**config.mk**
```make
export PLATFORM = sky130hd
export DESIGN_NAME = stas_tone_map
export DESIGN_NICKNAME = d
export VERILOG_FILES = /design/src/hw/rtl/scan_tone_adjust_and_sharpen_top_assert.svh /design/src/hw/rtl/stas_pkg.sv /design/src/hw/rtl/stas_tone_map.sv
export SDC_FILE = /design/constraint.sdc
export NUM_CORES = 1
export LEC_CHECK = 0
export BUFFER_PORTS_ARGS = -buffer_cell sky130_fd_sc_hd__buf_2
export CAP_MARGIN = 30
export CORE_MARGIN = 4
export CORE_UTILIZATION = 45
export DETAILED_ROUTE_END_ITERATION = 8
export PLACE_DENSITY = 0.71
export SYNTH_ARGS = -nofsm -noshare
export SYNTH_HDL_FRONTEND = slang
export SYNTH_SLANG_ARGS = --single-unit
```
**constraint.sdc**
```tcl
create_clock -name clk_i -period 23.2 [get_ports clk_i]
set_input_delay 1.16 -clock clk_i [delete_from_list [all_inputs] [get_ports clk_i]]
set_output_delay 1.16 -clock clk_i [all_outputs]
set_load 0.03 [all_outputs]
```
**src/hw/rtl/scan_tone_adjust_and_sharpen_top_assert.svh**
```systemverilog
// Assertion macros shared by the tone adjust and sharpen RTL.
`ifndef SCAN_TONE_ADJUST_AND_SHARPEN_TOP_ASSERT_SVH
`define SCAN_TONE_ADJUST_AND_SHARPEN_TOP_ASSERT_SVH
`ifndef ASSERT_OFF
`define STAS_ASSERT(lbl, prop, msg) \
  lbl: assert property (@(posedge clk_i) disable iff (!rst_ni) prop) else $error(msg);
`define STAS_ASSERT_CLK(lbl, clk, rst_n, prop, msg) \
  lbl: assert property (@(posedge clk) disable iff (!rst_n) prop) else $error(msg);
`else
`define STAS_ASSERT(lbl, prop, msg)
`define STAS_ASSERT_CLK(lbl, clk, rst_n, prop, msg)
`endif
`endif

```
**src/hw/rtl/stas_pkg.sv**
```systemverilog
// Package with the constants, types and register codes of the tone adjust and sharpen block.
package stas_pkg;

  localparam int unsigned MaxWidth  = 4096;
  localparam int unsigned ColW      = $clog2(MaxWidth);
  localparam int unsigned RowW      = 16;
  localparam int unsigned SampleW   = 16;
  localparam int unsigned LevelW    = 8;
  localparam int unsigned WidthRegW = 13;
  localparam int unsigned ContrastW = 8;
  localparam int unsigned BrightW   = 9;
  localparam int unsigned CfgIdxW   = 3;
  localparam int unsigned CfgDataW  = 16;
  localparam int unsigned OutDataW  = 40;
  localparam int unsigned OutPadW   = OutDataW - RowW - ColW - LevelW;

  // The level is floor((t + 6553500) / 51400) with t = (2p - 65535) * (100 + c).
  // Adding 256 * 51400 keeps the dividend positive; the bias comes off afterwards.
  localparam int unsigned TermW     = 26;
  localparam int unsigned RecipW    = 27;
  localparam int unsigned QuotW     = 10;
  localparam int unsigned SumW      = 11;
  localparam int unsigned MapDiv    = 51400;
  localparam int unsigned QBias     = 256;
  localparam int unsigned MapOffset = 6553500 + QBias * MapDiv;
  localparam int unsigned MapShift  = 42;
  localparam longint unsigned MapRecip = ((64'd1 << MapShift) + MapDiv - 1) / MapDiv;

  // Sharpening divides a non-negative value below 2**15 by 40.
  localparam int unsigned ShDiv     = 40;
  localparam int unsigned ShShift   = 21;
  localparam int unsigned ShRecip   = ((1 << ShShift) + ShDiv - 1) / ShDiv;

  typedef enum logic [CfgIdxW-1:0] {
    CfgWidth    = 3'd0,
    CfgHeight   = 3'd1,
    CfgContrast = 3'd2,
    CfgBright   = 3'd3,
    CfgSharpen  = 3'd4
  } cfg_idx_e;

  typedef struct packed {
    logic [RowW-1:0] row;
    logic [ColW-1:0] col;
    logic            has_above;
    logic            has_own;
    logic            row_end;
    logic            sharp;
  } stas_tag_t;

  typedef struct packed {
    logic [RowW-1:0]   row;
    logic [ColW-1:0]   col;
    logic [LevelW-1:0] above_level;
    logic [LevelW-1:0] own_level;
    logic              has_above;
    logic              has_own;
    logic              row_end;
  } stas_res_t;

endpackage

```
**src/hw/rtl/stas_tone_map.sv**
```systemverilog
// Three-stage pipeline that maps a 16-bit sample to an 8-bit level.
module stas_tone_map (
  input  logic                                   clk_i,
  input  logic                                   rst_ni,
  input  logic                                   en_i,
  input  logic                                   valid_i,
  input  stas_pkg::stas_tag_t                    tag_i,
  input  logic [stas_pkg::SampleW-1:0]           sample_i,
  input  logic signed [stas_pkg::ContrastW-1:0]  contrast_i,
  input  logic signed [stas_pkg::BrightW-1:0]    brightness_i,
  output logic                                   valid_o,
  output stas_pkg::stas_tag_t                    tag_o,
  output logic [stas_pkg::LevelW-1:0]            level_o
);
  import stas_pkg::*;

  logic                          s1_valid_q, s2_valid_q, s3_valid_q;
  stas_tag_t                     s1_tag_q, s2_tag_q, s3_tag_q;
  logic [SampleW-1:0]            s1_sample_q;
  logic [TermW-1:0]              s2_term_q;
  logic [QuotW-1:0]              s3_quot_q;

  logic signed [SampleW+1:0]     centred;
  logic signed [ContrastW:0]     gain;
  logic signed [TermW:0]         term_d;
  logic [TermW:0]                norm_sum;
  logic [TermW+RecipW-1:0]       map_prod;
  logic [QuotW-1:0]              quot_d;
  logic signed [SumW-1:0]        lvl_sum;

  always_comb begin
    centred  = $signed({1'b0, s1_sample_q, 1'b0}) - $signed((SampleW+2)'(65535));
    gain     = $signed({contrast_i[ContrastW-1], contrast_i}) + $signed((ContrastW+1)'(100));
    term_d   = centred * gain;
    norm_sum = {s2_term_q[TermW-1], s2_term_q} + (TermW+1)'(MapOffset);
    map_prod = (TermW+RecipW)'(norm_sum[TermW-1:0]) * (TermW+RecipW)'(MapRecip);
    quot_d   = map_prod[MapShift +: QuotW];
    lvl_sum  = $signed({1'b0, s3_quot_q}) - $signed(SumW'(QBias))
             + $signed({{(SumW-BrightW){brightness_i[BrightW-1]}}, brightness_i});
    if (lvl_sum < 0) begin
      level_o = '0;
    end else if (lvl_sum > $signed(SumW'(255))) begin
      level_o = '1;
    end else begin
      level_o = lvl_sum[LevelW-1:0];
    end
  end

  always_ff @(posedge clk_i or negedge rst_ni) begin
    if (!rst_ni) begin
      s1_valid_q <= 1'b0;
      s2_valid_q <= 1'b0;
      s3_valid_q <= 1'b0;
    end else if (en_i) begin
      s1_valid_q <= valid_i;
      s2_valid_q <= s1_valid_q;
      s3_valid_q <= s2_valid_q;
    end
  end

  always_ff @(posedge clk_i) begin
    if (en_i) begin
      s1_tag_q    <= tag_i;
      s1_sample_q <= sample_i;
      s2_tag_q    <= s1_tag_q;
      s2_term_q   <= term_d[TermW-1:0];
      s3_tag_q    <= s2_tag_q;
      s3_quot_q   <= quot_d;
    end
  end

  assign valid_o = s3_valid_q;
  assign tag_o   = s3_tag_q;

endmodule

```
Word-level counts from Yosys, hierarchy flattened
Index checks and enable logic that the tools add are counted.
W data, S select, Z words.
{"block": "op_classes", "n_mul": 2, "mux": 2, "magnitude_cmp": 2, "n_addsub": 5}
{"op": "$mul A26 B25 Y50 const B", "n": 1}
{"op": "$add A26 B26 Y26 const B", "n": 1}
{"op": "$mul A18 B9 Y26", "n": 1}
{"op": "$sub A17 B16 Y18 const B", "n": 1}
{"op": "$mux W8", "n": 2}
{"op": "$add A11 B9 Y11", "n": 1}
{"op": "$gt A11 B9 Y1 const B", "n": 1}
{"op": "$lt A11 B1 Y1 const B", "n": 1}
{"op": "$sub A10 B9 Y11 const B", "n": 1}
{"op": "$add A8 B8 Y9 const B", "n": 1}
{"block": "word_totals", "output_inout_bits": 41, "in_bits": 69, "ff_bits": 151, "word_cells": 35}

Depth between registers and ports, before layout
{"block": "logic_depth", "word_depth": 5, "depth_mapped": 32, "ltp_nobuf": 32}

Worst setup path after synthesis
No wires, ideal clock.
{"block": "synth_path", "kind": "register -> register", "startpoint": "register s2_term_q[2]", "endpoint": "register s3_quot_q[8], data pin", "period_less_slack_ns": 7.949, "path_stages_with_launch": 32, "setup_ns": 0.262, "t_arrival_ns": 7.687, "setup_slack_ns": 15.251, "required_time_ns": 22.938, "cell_sequence": "edfxtp_1 -> inv_1 -> ha_1 -> nand2b_1 -> a31oi_1 -> nor3b_1 -> xor2_1 -> inv_1 -> fa_1 -> inv_1 -> ha_1 -> inv_1 -> fa_1 -> inv_1 -> fa_1 -> inv_1 -> fa_1 -> inv_1 -> fa_1 -> inv_1 -> fa_1 -> inv_1 -> ha_1 -> nand3_1 -> o221ai_1 -> a221oi_1 -> o21a_1 -> o31ai_1 -> a31o_2 -> o22ai_2 -> o21bai_1 -> xor2_1"}
{"block": "synth_via", "elab_chain_len": 2}
{"item": "start, declared", "line": "stas_tone_map.sv:20", "text": "logic [TermW-1:0] s2_term_q;"}
{"item": "start signal, assigned", "line": "stas_tone_map.sv:66", "text": "s2_term_q <= term_d[TermW-1:0];"}
{"item": "$add A26 B26 Y26", "line": "stas_tone_map.sv:35", "text": "norm_sum = {s2_term_q[TermW-1], s2_term_q} + (TermW+1)'(MapOffset);"}
{"item": "$mul A26 B25 Y50", "line": "stas_tone_map.sv:36", "text": "map_prod = (TermW+RecipW)'(norm_sum[TermW-1:0]) * (TermW+RecipW)'(MapRecip);"}
{"item": "named net map_prod[50]", "line": "stas_tone_map.sv:27", "text": "logic [TermW+RecipW-1:0] map_prod;"}
{"item": "end signal, assigned", "line": "stas_tone_map.sv:68", "text": "s3_quot_q <= quot_d;"}
{"item": "end, declared", "line": "stas_tone_map.sv:21", "text": "logic [QuotW-1:0] s3_quot_q;"}
The timed path passes the listed nets, and every way through them passes these cells.
A chain may end at the register's enable or synchronous reset.

Worst setup path in the final report
Ends and elaborated chain as after synthesis.

==> results.py <==
metrics = {
    "synth": {
        "ys_types": 70,
        "yosysWarnings": 0,
        "synth_edf_count": 148,
        "async_flop_share_pct": 1.987,
        "syn_area_um2": 22440,
        "ys_seq_elements": 151,
        "yosysSeqAreaShare_pct": 20.14,
        "syn-num-nets": 2837,
        "avgSynthCellArea_um2": 11.15,
        "netlist_instances": 2013,
        "ys.flop_type": "edfxtp_1",
    },
    "final_layout": {
        "layout-drive-gt1-share_pct": 9.416,
        "nFillCells": 4344,
        "final_common_cell": "inv_1",
        "syn_to_final_growth_pct": 9.263,
        "n_antenna_cell": 0,
        "final_cell_mix": "587 x inv_1, 392 x fa_1, 363 x ha_1",
        "fin_nets": 2967,
    },
    "drt": {
        "vias": 13752,
        "drc": 0,
        "viasPerCell": 4.877,
        "drt_pass1_iterations": 5,
        "wire_per_inst_um": 16.53,
        "ant_nets": 0,
        "drt_iter0_drc": 615,
        "wl_um": 46610,
    },
    "setup_path": {
        "crit_arrival_ps": 9350,
        "critPathMaxFanout": 9,
        "critPathRequiredTime_ps": 23390,
        "cpMostUsedCell": "inv_1",
        "r2r_start": "s2_term_q[2]",
        "rr_endpoint": "s3_quot_q[8]",
        "endpoint_kind": "register",
        "startpoint_type": "register",
        "reg2reg_slack_ps": 14040,
        "rr_worst_depth": 31,
        "worstSetupPathType": "reg2reg",
        "cp_slowest_cell": "xnor2_1",
        "slowest_delay_ps": 660,
    },
    "clock_tree": {
        "htree_levels": 4,
        "cts_sinks": 151,
        "clockBufferDepth": 2,
        "clkLatencyLatePin_ps": 440,
        "ctsHoldBuffers": 0,
        "path_clk_slew_ps": 70,
        "cts_resized": 0,
        "cts_setup_buffers": 0,
        "cts_inserted_buffers": 17,
        "cts_tree": "done",
        "cts_root_buffer": "clkbuf_16",
    },
    "grt": {
        "grt_pass1_wl_um": 77410,
        "grt_pass1_vias": 15199,
        "grt_start_max_net_pins": 93,
        "antenna_found_initial": 1,
        "grt_usage_pct": 18.29,
        "overflow": 0,
    },
    "floorplanning": {
        "placementRows": 81,
        "die-area_um2": 53500,
        "fp.dieH_um": 231.3,
        "die_w_um": 231.3,
        "core_um2": 49150,
        "ios": 110,
        "start_util_pct": 45.65,
    },
    "placement": {
        "io_buffers": 109,
        "dp_hpwl_um": 40590,
        "gp_congestion": 0.9535,
    },
    "sta": {
        "fin_tns_setup_ps": 0,
        "fin_crit_sh_pct": 39.48,
        "tightest_slew_ps": 908.1,
        "setup_violations": 0,
        "finalMaxSlewViolations": 0,
        "finalHoldViolations": 0,
        "finalCriticalPeriod_ps": 9160,
        "skew_ps": 12.33,
        "slew_headroom_pct": 39.46,
        "max_freq_mhz": 109.2,
        "rsz0062_at_grt": "false",
    },
    "job": {
        "cap_violations": 0,
    },
    "worst_hold_path": {
        "hold-path-endpoint": "s2_tag_q[17]",
        "min_path_cells": 0,
        "hold_path_class": "reg2reg",
        "min_from": "s1_tag_q[17]",
    },
    "run_status": {
        "status": "completed",
    },
}
[cell families after synthesis]
family	Yosys count	synth area share, %
AND/OR/NAND/NOR	274	6.324
adder cells (fa/ha/maj)	755	55.22
XOR/XNOR	90	3.848
flip-flops	151	20.14
multiplexers	4	0.2007
buffers and inverters	606	10.14
AO/OA/AOI/OAI	133	4.121
[per-layer routing]
metal	GRT usage, %	share of wire [%]
met2	31.99	51
met5	0	0.028
met3	2.765	3.9
met4	4.191	1.9
met1	24.12	43
[critical path: cells and delay by family, from the launching register on]
kind	cells	cell delay [ps]
adder cells (fa/ha/maj)	9	3740
AND/OR/NAND/NOR	6	1360
AO/OA/AOI/OAI	8	1780
buffers and inverters	6	760
XOR/XNOR	2	800
flip-flops	1	440
[sequential cells by signal, indices dropped and copies added (netlist names)]
register,cells
s2_term_q,26
s1_sample_q,16
s1_valid_q,1
valid_o,1
s2_tag_q,32
s2_valid_q,1
s1_tag_q,32
s3_quot_q,10
tag_o,32
[layout make-up]
class | count | area [µm²] | share of cell area (%)
multi-input combinational | 1256 | 15640 | 63.80
inverter | 591 | 2220 | 9.054
sequential | 151 | 4519 | 18.44
tap | 664 | 830.8 | 3.389
clock inverter | 15 | 198.9 | 0.8115
clock buffer | 17 | 425.4 | 1.735
timing repair buffer | 126 | 679.4 | 2.771
[synthesized netlist by cell type, drive strengths merged (2+ instances only)]
library cell / number / area share (%)
nand2: 83 / 1.4
or3: 2 / 0.078
edfxtp: 148 / 20
nor2: 43 / 0.72
o211ai: 4 / 0.13
a31o: 2 / 0.078
a211oi: 6 / 0.22
o21a: 20 / 0.67
or2: 20 / 0.56
o2111ai: 2 / 0.078
xnor2: 65 / 2.8
dfrtp: 3 / 0.33
clkbuf: 13 / 0.22
ha: 363 / 20
a31oi: 3 / 0.11
buf: 2 / 0.033
nor3: 8 / 0.20
o21bai: 9 / 0.30
a21oi: 29 / 0.66
xor2: 25 / 1.1
inv: 590 / 9.9
nor2b: 12 / 0.33
nand2b: 24 / 0.67
a2111oi: 2 / 0.11
and4: 3 / 0.13
a21o: 14 / 0.47
and2: 52 / 1.4
nand4: 6 / 0.17
a21boi: 2 / 0.067
nand3: 14 / 0.33
nand3b: 3 / 0.16
fa: 392 / 35
o21ai: 26 / 0.58
mux2: 4 / 0.20
[stage by stage]
step	worst slack, ps	std cells	hold WS, ps	util [%]	instance area, µm²
after floorplan	15250	2013	400.3	-	22440
after global routing	13420	2820	412.8	49.87	24510
after detailed placement	14010	2788	404.5	48.60	23890
after CTS	13980	2820	413.4	49.87	24510
after global placement	14250	2788	400.5	48.60	23890
final	14040	2820	417.6	49.87	24510
[worst max path at each step]
| stage | from | to | depth (start not counted) |
|---|---|---|---|
| floorplan | s2_term_q[2] | s3_quot_q[8] | 31 |
| global placement | s2_term_q[2] | s3_quot_q[8] | 31 |
| detailed placement | s2_term_q[2] | s3_quot_q[8] | 31 |
| CTS | s2_term_q[2] | s3_quot_q[8] | 31 |
| global route | s2_term_q[2] | s3_quot_q[8] | 31 |
| finish | s2_term_q[2] | s3_quot_q[8] | 31 |
Power is not shown: default switching activity piles up to over one toggle a cycle in this logic, so the estimate is an artifact.
