$ cat config.mk
export PLATFORM = sky130hd
export DESIGN_NAME = stas_out_buf
export DESIGN_NICKNAME = d
export VERILOG_FILES = /design/src/hw/rtl/scan_tone_adjust_and_sharpen_top_assert.svh /design/src/hw/rtl/stas_pkg.sv /design/src/hw/rtl/stas_out_buf.sv
export SDC_FILE = /design/constraint.sdc
export NUM_CORES = 1
export LEC_CHECK = 0
export ABC_AREA = 0
export BUFFER_PORTS_ARGS = -buffer_cell sky130_fd_sc_hd__buf_2
export CORE_ASPECT_RATIO = 1.75
export CORE_MARGIN = 4
export CORE_UTILIZATION = 31
export CTS_CLUSTER_SIZE = 24
export DETAILED_ROUTE_END_ITERATION = 12
export GPL_TIMING_DRIVEN = 0
export SYNTH_ARGS = -nofsm -noshare
export SYNTH_HDL_FRONTEND = slang
export SYNTH_SLANG_ARGS = --single-unit
$ cat constraint.sdc
create_clock -name clk_i -period 1.7 [get_ports clk_i]
set_clock_uncertainty 0.1 [all_clocks]
set_input_delay 0 -clock clk_i [delete_from_list [all_inputs] [get_ports clk_i]]
set_output_delay 0 -clock clk_i [all_outputs]
set_load 0.01 [all_outputs]
$ cat src/hw/rtl/scan_tone_adjust_and_sharpen_top_assert.svh
// Assertion macros shared by the tone adjust and sharpen RTL.
`ifndef SCAN_TONE_ADJUST_AND_SHARPEN_TOP_ASSERT_SVH
`define SCAN_TONE_ADJUST_AND_SHARPEN_TOP_ASSERT_SVH
`ifndef ASSERT_OFF
`define STAS_ASSERT(lbl, prop, msg) \
  lbl: assert property (@(posedge clk_i) disable iff (!rst_ni) prop) else $error(msg);
`define STAS_ASSERT_CLK(lbl, clk, rst_n, prop, msg) \
  lbl: assert property (@(posedge clk) disable iff (!rst_n) prop) else $error(msg);
`else
`define STAS_ASSERT(lbl, prop, msg)
`define STAS_ASSERT_CLK(lbl, clk, rst_n, prop, msg)
`endif
`endif

$ cat src/hw/rtl/stas_pkg.sv
// Package with the constants, types and register codes of the tone adjust and sharpen block.
package stas_pkg;

  localparam int unsigned MaxWidth  = 4096;
  localparam int unsigned ColW      = $clog2(MaxWidth);
  localparam int unsigned RowW      = 16;
  localparam int unsigned SampleW   = 16;
  localparam int unsigned LevelW    = 8;
  localparam int unsigned WidthRegW = 13;
  localparam int unsigned ContrastW = 8;
  localparam int unsigned BrightW   = 9;
  localparam int unsigned CfgIdxW   = 3;
  localparam int unsigned CfgDataW  = 16;
  localparam int unsigned OutDataW  = 40;
  localparam int unsigned OutPadW   = OutDataW - RowW - ColW - LevelW;

  // The level is floor((t + 6553500) / 51400) with t = (2p - 65535) * (100 + c).
  // Adding 256 * 51400 keeps the dividend positive; the bias comes off afterwards.
  localparam int unsigned TermW     = 26;
  localparam int unsigned RecipW    = 27;
  localparam int unsigned QuotW     = 10;
  localparam int unsigned SumW      = 11;
  localparam int unsigned MapDiv    = 51400;
  localparam int unsigned QBias     = 256;
  localparam int unsigned MapOffset = 6553500 + QBias * MapDiv;
  localparam int unsigned MapShift  = 42;
  localparam longint unsigned MapRecip = ((64'd1 << MapShift) + MapDiv - 1) / MapDiv;

  // Sharpening divides a non-negative value below 2**15 by 40.
  localparam int unsigned ShDiv     = 40;
  localparam int unsigned ShShift   = 21;
  localparam int unsigned ShRecip   = ((1 << ShShift) + ShDiv - 1) / ShDiv;

  typedef enum logic [CfgIdxW-1:0] {
    CfgWidth    = 3'd0,
    CfgHeight   = 3'd1,
    CfgContrast = 3'd2,
    CfgBright   = 3'd3,
    CfgSharpen  = 3'd4
  } cfg_idx_e;

  typedef struct packed {
    logic [RowW-1:0] row;
    logic [ColW-1:0] col;
    logic            has_above;
    logic            has_own;
    logic            row_end;
    logic            sharp;
  } stas_tag_t;

  typedef struct packed {
    logic [RowW-1:0]   row;
    logic [ColW-1:0]   col;
    logic [LevelW-1:0] above_level;
    logic [LevelW-1:0] own_level;
    logic              has_above;
    logic              has_own;
    logic              row_end;
  } stas_res_t;

endpackage

$ cat src/hw/rtl/stas_out_buf.sv
// Output register that holds the one or two results of a sample and hands them out in order.
module stas_out_buf (
  input  logic                          clk_i,
  input  logic                          rst_ni,
  input  logic                          load_i,
  input  stas_pkg::stas_res_t           res_i,
  input  logic                          ready_i,
  output logic                          valid_o,
  output logic [stas_pkg::OutDataW-1:0] data_o,
  output logic                          last_o,
  output logic                          user_o,
  output logic                          free_o
);
  import stas_pkg::*;

  logic              above_q, own_q;
  stas_res_t         res_q;
  logic [RowW-1:0]   row;
  logic [LevelW-1:0] level;

  assign free_o  = (!above_q && !own_q) || (ready_i && (above_q ^ own_q));
  assign valid_o = above_q || own_q;

  always_ff @(posedge clk_i or negedge rst_ni) begin
    if (!rst_ni) begin
      above_q <= 1'b0;
      own_q   <= 1'b0;
    end else if (load_i) begin
      above_q <= res_i.has_above;
      own_q   <= res_i.has_own;
    end else if (ready_i && above_q) begin
      above_q <= 1'b0;
    end else if (ready_i && own_q) begin
      own_q <= 1'b0;
    end
  end

  always_ff @(posedge clk_i) begin
    if (load_i) begin
      res_q <= res_i;
    end
  end

  always_comb begin
    row    = above_q ? res_q.row - RowW'(1) : res_q.row;
    level  = above_q ? res_q.above_level : res_q.own_level;
    last_o = !(above_q && own_q);
    user_o = !above_q && own_q && res_q.row_end;
    data_o = {OutPadW'(0), level, res_q.col, row};
  end

endmodule
* Yosys cells after proc, flatten, opt, wreduce, memory -nomap -nowiden
Index checks and enable logic that the tools add are counted.
Storage, ports and cells: register bits after elaboration 47, latch bits 0, memory bits (writable) 0, ROM bits 0, input bits 51, output and inout bits 44, word-level logic and storage cells 32, memories 0
Operators by class: add/sub/neg operators 1, multiply operators 0, div/mod/pow operators 0, $lt $le $gt $ge 0, equality and inequality tests 1, shift operators 0, mux-type cells 7, bitwise operators 1, reductions and logical operators 15
Operators by type and width (number):
- $mux 16 | 1
- $sub 16x1->16 const B | 1
- $mux 8 | 1
- $logic_and 1x1->1 | 7
- $mux 1 | 5
- $reduce_bool 2->1 | 2
- $logic_not 1->1 | 3
- $logic_or 1x1->1 | 2
- $ne 2x2->1 const B | 1
- $reduce_and 2->1 | 1
- $xor 1x1->1 | 1

* Logic depth before layout (Yosys ltp)
Gate-level depths: netlist (run 1).
word-level depth 4, gate-level depth with buffers 6

* Worst setup path before layout (run 1)
No wires, ideal clock.
kind reg-to-output, start point register res_q[35] in the netlist's numbering, end point output data_o[11] in the netlist's numbering, arrival time 1.751 ns, path slack -0.151 ns, cell stages (with the launch flop) 5, path buffers 0, path through edfxtp_1 or3_4 or4_4 nor4_4 xor2_1
On the way: cells in the longest elaborated chain, start to end 2
RTL lines:
- from (decl) | RTL line stas_out_buf.sv:17 | stas_res_t res_q;
- from (signal assigned) | RTL line stas_out_buf.sv:40 | res_q <= res_i;
- $sub 16x1->16 | RTL line stas_out_buf.sv:45 | row = above_q ? res_q.row - RowW'(1) : res_q.row;
- $mux 16 | RTL line stas_out_buf.sv:45
- to (decl) | RTL line stas_out_buf.sv:9 | output logic [stas_pkg::OutDataW-1:0] data_o,
No other way between the ends.

* Worst setup path in the final report (run 1)
Same ends and word-level chain as after synthesis.

==> results of run 1 <==
## cell type report
cell class	count	area [um^2]
timing repair buffer	151	1040
clock buffer	5	68.8
clock inverter	2	8.76
tap	80	100
inverter	6	22.5
sequential	47	1400
buffer	17	128
multi-input combinational	63	624
fill	538	2880
## where the power goes
part	switching, uW	internal [uW]
combinational	224	292
sequential	54.0	1370
clock	333	274
total	611	1940
## logic make-up after synthesis
kind of cell,after synthesis,share of synthesized area
compound gates,3,0.0111
xor+xnor,15,0.0645
fa+ha+maj,4,0.0246
buf+inv,24,0.0737
flops,47,0.688
mux,9,0.0491
other cells,1,0.00184
simple gates,28,0.0872
## metal layers
layer  wire length (um)  global-route usage  up-vias
met1               1800               0.132      753
met3                304              0.0411        9
li1                   -                   -      771
met2               3010               0.258       67
met5                  0                   0        -
met4                111              0.0495        0
## state kept, by name, summed over array words and instances (netlist names)
signal   count
data_o      12
own_q        1
above_q      1
res_q       33
## worst register-to-register path, stage by stage (launching register included)
cell           delay (ns)
dfrtp_2              0.46
inv_1                0.14
o31ai_1              0.26
dlygate4sd3_1        0.58
## cell usage after synthesis (all sizes together)
master and n:
buf 17, edfxtp 45, dfrtp 2, a211oi 1
xor2 9, nor3 8, nor2 3, xnor2 6
nand2b 1, or4 2, nand3 1, o31ai 1
and2 1, nand4 2, inv 6, a21o 1
conb 1, mux2 8, ha 4, nand2 5
nor3b 1, clkbuf 1, mux2i 1, nor4 3
or3 1
## final timing paths
path | startpoint | to | slack, ns
min in group asynchronous | rst_ni | own_q$_DFFE_PN0P_ | 0.47
min reg2reg | own_q$_DFFE_PN0P_ | own_q$_DFFE_PN0P_ | 0.62
max reg2reg | above_q$_DFFE_PN0P_ | above_q$_DFFE_PN0P_ | 0.11
max in group asynchronous | rst_ni | above_q$_DFFE_PN0P_ | 0.89
min | res_i[3] | res_q[3]$_DFFE_PP_ | 0.31
max | res_q[35]$_DFFE_PP_ | data_o[11] | -0.54
## repair_timing
| action | 4_1_cts | 5_1_grt |
|---|---|---|
| hold buffers | 51 | 0 |
| hold endpoints to repair | 49 | 0 |
| endpoints found under the setup margin | 22 | 14 |
| pin swaps | 4 | 5 |
| resized for setup | 17 | 13 |
| buffers inserted | 7 | 3 |
## through the flow
stage	area, um^2	hold slack [ns]
2_1_floorplan	2050	-0.396
3_3_place_gp	2600	-0.311
3_5_place_dp	2600	-0.307
4_1_cts	3310	0.288
5_1_grt	3400	0.297
6_report	3400	0.308
==> impl_metrics.ini, run 1 <==
[outcome]
status = complete, but fails checks
violations = setup timing

[sta]
rsz0062_at_grt = yes
tns_ns = -4.67
period_needed_ns = 2.24
slew_headroom = 0.305
worst_pin_slew_ns = 1.04
finalMaxSlewViolations = 0
finalHoldViolations = 0
setup_viol = 12
worst_slack_ns = -0.538
max_freq_mhz = 447
fin_crit_sh = 1.32

[floorplan]
num_rows = 38
coreArea_um2 = 6280
die_w_um = 69.3
start_util = 0.325
die_area_um2 = 7980
ios = 95
dieHeight_um = 115

[setup_path]
worst_path_max_delay_cell = or4_4
arrival_ns = 2.14
crit_chain = or3_4 > or4_4 > nor4_4 > xor2_1 > buf_2
cp-end-kind = primary output
slowest_delay_ns = 0.48
cp.depth = 5
path_class = reg -> out
cp-start-kind = register
cp_max_fo = 4
cp_top_family = simple AND/OR/NAND/NOR gates
worstPathRequired_ns = 1.60
critPathBufInv = 1
rr_worst_depth = 3

[placement]
dp_hpwl_um = 3400
pre_cts_slack_ns = -0.294
gp_congestion = 0.813
dp.cells = 304
portBuffers = 90

[global_routing]
grt_pass1_vias = 1652
grt_pass1_wl_um = 8300
grt_use_total = 0.134
grt.overflow.total = 0
grt_max_degree = 50
antenna_found_initial = 0

[min_path]
worstHoldPathType = in -> reg
min_path_cells = 2

[clock_network]
clock-sinks = 47
clockRootBuffer = clkbuf_8
htreeDepth = 2
clock_path_buffers = 2
cts-buffers-inserted = 5
clk_latency_ns = 0.29
clk_pin_slew_worst_paths_ns = 0.08
cts_tree = yes

[final_layout]
fin_cells = 371
layout_common_cells = buf_2 (90), dlygate4sd3_1 (51), edfxtp_1 (45)
diodes = 0
postLayoutCoreUtil = 0.541
finalNetCount = 346
drive_gt1_frac = 0.515
layout_commonest_cell = buf_2
area_growth_pct = 66.8

[routing]
dr.pass1.iters = 4
vias = 1600
routed_wl_um = 5230
wl_per_cell_um = 14.1
ant_nets = 0
drtIter0Drc = 51
drc = 0
viasPerCell = 4.31

[logic_synthesis]
yosys.area.top_type = edfxtp_1
synth_top_area_frac = 0.663
synth-seq-area-share = 0.688
ys_seq_elements = 47
synthTopCellsByArea = edfxtp_1 (66%), buf_4 (5.9%), mux2_2 (4.4%)
synth_warnings = 0
synthDistinctLibCells = 29
syn_avg_cell_area_um2 = 15.5
netlist_area_um2 = 2040
syn_inst = 131

[power]
power_leakage_uw = 0.00147
power.density_nw_per_um2 = 750
power_uw = 2550
vdd_drop_max_v = 0.000570

[run]
max_cap_violations = 0
Note: power is estimated with default switching activity, not from simulation.
==> inputs of run 2 (changes only) <==
Settings changed: RECOVER_POWER set to 50.
==> run 2 against run 1 <==
- the flow still finishes with violations (setup timing)
- sequential power about the same
- flip-flop and latch count unchanged
- register-to-register slack about the same
- maximum frequency barely moved
- critical path type unchanged
- largest power group unchanged
==> impl_metrics.ini, run 2 (synthesized netlist as in run 1, its figures left out) <==
[placement]
portBuffers = 90
dp.cells = 304
dp_hpwl_um = 3400
gp_congestion = 0.813

[routing]
routed_wl_um = 5230
drtIter0Drc = 55
ant_nets = 0
wl_per_cell_um = 14.1
drc = 0
dr.pass1.iters = 4
vias = 1598
viasPerCell = 4.31

[final_layout]
regMostFlops = res_q
area_growth_pct = 66.8
fillers = 538
largest_reg_flops = 33
seqCellArea_um2 = 1400
drive_gt1_frac = 0.515
multiInputGateArea_um2 = 624
finalNetCount = 346
layout_commonest_cell = buf_2
diodes = 0
fin_cells = 371
layout_common_cells = buf_2 (88), dlygate4sd3_1 (51), edfxtp_1 (45)

[setup_path]
worstPathRequired_ns = 1.60
worstReg2RegStart = above_q$_DFFE_PN0P_
cp.depth = 5
slowest_delay_ns = 0.48
ff2ff_setup_slack_ns = 0.10
startpoint = res_q[35]$_DFFE_PP_
cp_top_family = simple AND/OR/NAND/NOR gates
cp_max_fo = 4
cp-end-kind = primary output
path_class = reg -> out
worst_path_max_delay_cell = or4_4
rr_worst_depth = 3
cp-start-kind = register
critPathBufInv = 1
arrival_ns = 2.14
crit_chain = or3_4 > or4_4 > nor4_4 > xor2_1 > buf_2

[sta]
rsz0062_at_grt = yes
setup_viol = 12
period_needed_ns = 2.24
max_freq_mhz = 447
worst_slack_ns = -0.539
fin_crit_sh = 1.32
hold_ws_ns = 0.308
worst_pin_slew_ns = 1.16
finalMaxSlewViolations = 0
slew_headroom = 0.224
finalHoldViolations = 0

[global_routing]
busiest_layer = met2
grt.overflow.total = 0
antenna_found_initial = 0
grt_use_total = 0.134
grt_pass1_vias = 1652
use_met2 = 0.258
grt_max_degree = 50
met3_usage = 0.0411
grt_pass1_wl_um = 8300
met1_usage = 0.132

[floorplan]
coreArea_um2 = 6280
die_area_um2 = 7980
num_rows = 38
start_util = 0.325
dieHeight_um = 115
die_w_um = 69.3
ios = 95

[clock_network]
clockRootBuffer = clkbuf_8
clock-sinks = 47
clk_latency_ns = 0.29
cts_tree = yes
htreeDepth = 2
clock_path_buffers = 2
cts-buffers-inserted = 5
clk_pin_slew_worst_paths_ns = 0.08

[run]
max_cap_violations = 0

[power]
power_leakage_uw = 0.00147
vdd_drop_max_v = 0.000570
power.density_nw_per_um2 = 750
power_uw = 2550

[outcome]
status = complete, but fails checks
violations = setup timing

[min_path]
worstHoldPathType = in -> reg
min_path_cells = 2
min_from = res_i[3]
-- run 2: metrics by stage --
stage / util / cell area (um^2) / worst slack (ns) / TNS [ns]
floorplan: - / 2050 / -0.151 / -0.454
global placement: 0.414 / 2600 / -0.267 / -1.39
detailed placement: 0.414 / 2600 / -0.294 / -1.52
CTS: 0.527 / 3310 / -0.557 / -3.98
global route: 0.541 / 3400 / -0.647 / -5.95
finish: 0.541 / 3400 / -0.539 / -4.67
-- run 2: layout make-up --
class / instances / share of cell area
clock inverter: 2 / 0.00258
timing repair buffer: 151 / 0.307
clock buffer: 5 / 0.0203
tap: 80 / 0.0295
multi-input combinational: 63 / 0.184
buffer: 17 / 0.0376
inverter: 6 / 0.00663
sequential: 47 / 0.413
-- run 2: worst register-to-register path: cells and delay by family, from the launching register on --
kind                   cells  cell delay [ns]
flip-flops                 1             0.46
AO/OA/AOI/OAI              1             0.26
buffers and inverters      2             0.73
-- run 2: metal layers --
metal / vias up / wire length [um]
met5: - / 0
met4: 0 / 111
met3: 9 / 304
met2: 67 / 3020
met1: 751 / 1790
li1: 771 / -
-- run 2: repair_timing --
action,CTS,global route
gates cloned,0,0
endpoints found under the hold margin,49,0
hold buffers,51,0
gates resized for setup,17,13
setup buffers,7,3
pin swaps,4,5
endpoints found under the setup margin,22,14
-- run 2: worst paths after layout --
path,endpoint
min in group asynchronous,own_q$_DFFE_PN0P_
setup reg to reg,above_q$_DFFE_PN0P_
max in group asynchronous,above_q$_DFFE_PN0P_
hold reg to reg,own_q$_DFFE_PN0P_
setup / recovery,data_o[11]
hold / removal,res_q[3]$_DFFE_PP_
-- run 2: where the power goes --
part | internal [uW] | switching, uW
registers | 1370 | 54.0
logic | 292 | 224
clock network | 274 | 333
==> inputs of run 3 (changes only) <==
Settings changed: SKIP_CTS_REPAIR_TIMING set to 1.
Clock period 1.7 ns to 2.1 ns, I/O delays scaled along.
==> run 3 against run 2 <==
- the flow still finishes with violations (setup timing)
- worst setup slack improved by 0.41 ns
- flip-flop and latch count did not move
- via count fell by 2.7%
- final area fell by 4.4%
- clock power rose by 4.6%
- critical endpoint is now data_o[10]
- register-to-register slack improved by 0.49 ns
- first-iteration DRC count fell by 33%
- non-clock buffer count fell by 7
- total power fell by 15%
- routed wire length fell by 6.2%
- largest power group unchanged
- largest cell class unchanged
==> impl_metrics.ini, run 3 (synthesized netlist as in run 1, its figures left out) <==
[outcome]
status = complete, but fails checks
violations = setup timing

[sta]
fin_crit_sh = 1.06
slew_headroom = 0.216
rsz0062_at_grt = yes
finalHoldViolations = 0
worst_pin_slew_ns = 1.18
worst_slack_ns = -0.129
finalMaxSlewViolations = 0
setup_viol = 6
period_needed_ns = 2.23
max_freq_mhz = 449

[setup_path]
startpoint = res_q[36]$_DFFE_PP_
worstPathRequired_ns = 2.00
ff2ff_setup_slack_ns = 0.59
arrival_ns = 2.13
worst_path_max_delay_cell = or4_4
critPathBufInv = 1
rr_worst_depth = 3
r2r-end = above_q$_DFFE_PN0P_
worstReg2RegStart = above_q$_DFFE_PN0P_
cp_max_fo = 4
cp-start-kind = register
path_class = reg -> out
slowest_delay_ns = 0.48
cp-end-kind = primary output
cp_top_family = simple AND/OR/NAND/NOR gates
cp.depth = 5
crit_chain = or3_4 > or4_4 > nor4_2 > xor2_1 > buf_2

[placement]
dpl_cell_area_um2 = 2600
gp_congestion = 0.846
dp.cells = 304
dp_hpwl_um = 3250
portBuffers = 90

[power]
power_leakage_uw = 0.00140
power.density_nw_per_um2 = 664
vdd_drop_max_v = 0.000534
power_uw = 2160

[clock_network]
cts-buffers-inserted = 5
clk_latency_ns = 0.30
htreeDepth = 2
clock_path_buffers = 2
clockRootBuffer = clkbuf_8
clk_pin_slew_worst_paths_ns = 0.08
cts_tree = yes
clock-sinks = 47

[routing]
ant_nets = 0
drc = 0
viasPerCell = 4.26
dr.pass1.iters = 2
vias = 1555
drtIter0Drc = 37
routed_wl_um = 4900
wl_per_cell_um = 13.4

[global_routing]
grt_use_total = 0.104
grt.overflow.total = 0
grt_max_degree = 50
antenna_found_initial = 0
grt_pass1_vias = 1342
grt_pass1_wl_um = 6290

[final_layout]
diodes = 0
fin_cells = 365
layout_common_cells = buf_2 (88), dlygate4sd3_1 (50), edfxtp_1 (45)
finalNetCount = 339
area_growth_pct = 59.5
regMostFlops = res_q
largest_reg_flops = 33
postLayoutCoreUtil = 0.518
drive_gt1_frac = 0.460
fin_area_um2 = 3250
fillers = 559
layout_commonest_cell = buf_2

[floorplan]
num_rows = 38
start_util = 0.325
die_area_um2 = 7980
ios = 95
coreArea_um2 = 6280
dieHeight_um = 115
die_w_um = 69.3

[min_path]
worstHoldPathType = in -> reg
min_path_cells = 2
holdPathEnd = res_q[10]$_DFFE_PP_
min_from = res_i[10]

[run]
max_cap_violations = 0
==> run 3: area by class of cell <==
cell class	instances	area [um^2]	share of cell area
plain buffers	18	128	0.0393
clock buffers	5	68.8	0.0212
clock inverters	3	38.8	0.0119
inverters	6	22.5	0.00693
multi-input cells	63	518	0.159
flip-flops and latches	47	1400	0.431
well taps	80	100	0.0308
repair buffers	143	972	0.299
==> run 3: layer usage <==
layer	wire [um]	global-route usage	vias up
met3	259	0.0324	13
met2	2820	0.196	61
met5	0	0	-
li1	-	-	758
met1	1620	0.0866	723
met4	203	0.0887	0
==> run 3: worst max-delay path by stage <==
| stage | endpoint | slack (ns) |
|---|---|---|
| 2_1_floorplan | data_o[11] | 0.25 |
| 3_3_place_gp | data_o[15] | 0.11 |
| 3_5_place_dp | data_o[14] | 0.12 |
| 4_1_cts | data_o[14] | -0.23 |
| 5_1_grt | data_o[11] | -0.19 |
| 6_report | data_o[10] | -0.13 |
==> run 3: power by group <==
part / internal (uW) / total [uW] / switching [uW] / leakage, uW
Combinational: 214 / 376 / 162 / 0.000877
Sequential: 1110 / 1150 / 36.6 / 0.000466
Clock: 348 / 635 / 287 / 0.0000556
==> run 3: stage by stage <==
step	setup TNS, ns	hold slack, ns	setup slack (ns)
after floorplan	0	-0.396	0.249
after global placement	0	-0.312	0.111
after detailed placement	0	-0.312	0.118
after CTS	-1.41	-0.652	-0.230
after global routing	-1.21	0.304	-0.190
final	-0.582	0.303	-0.129
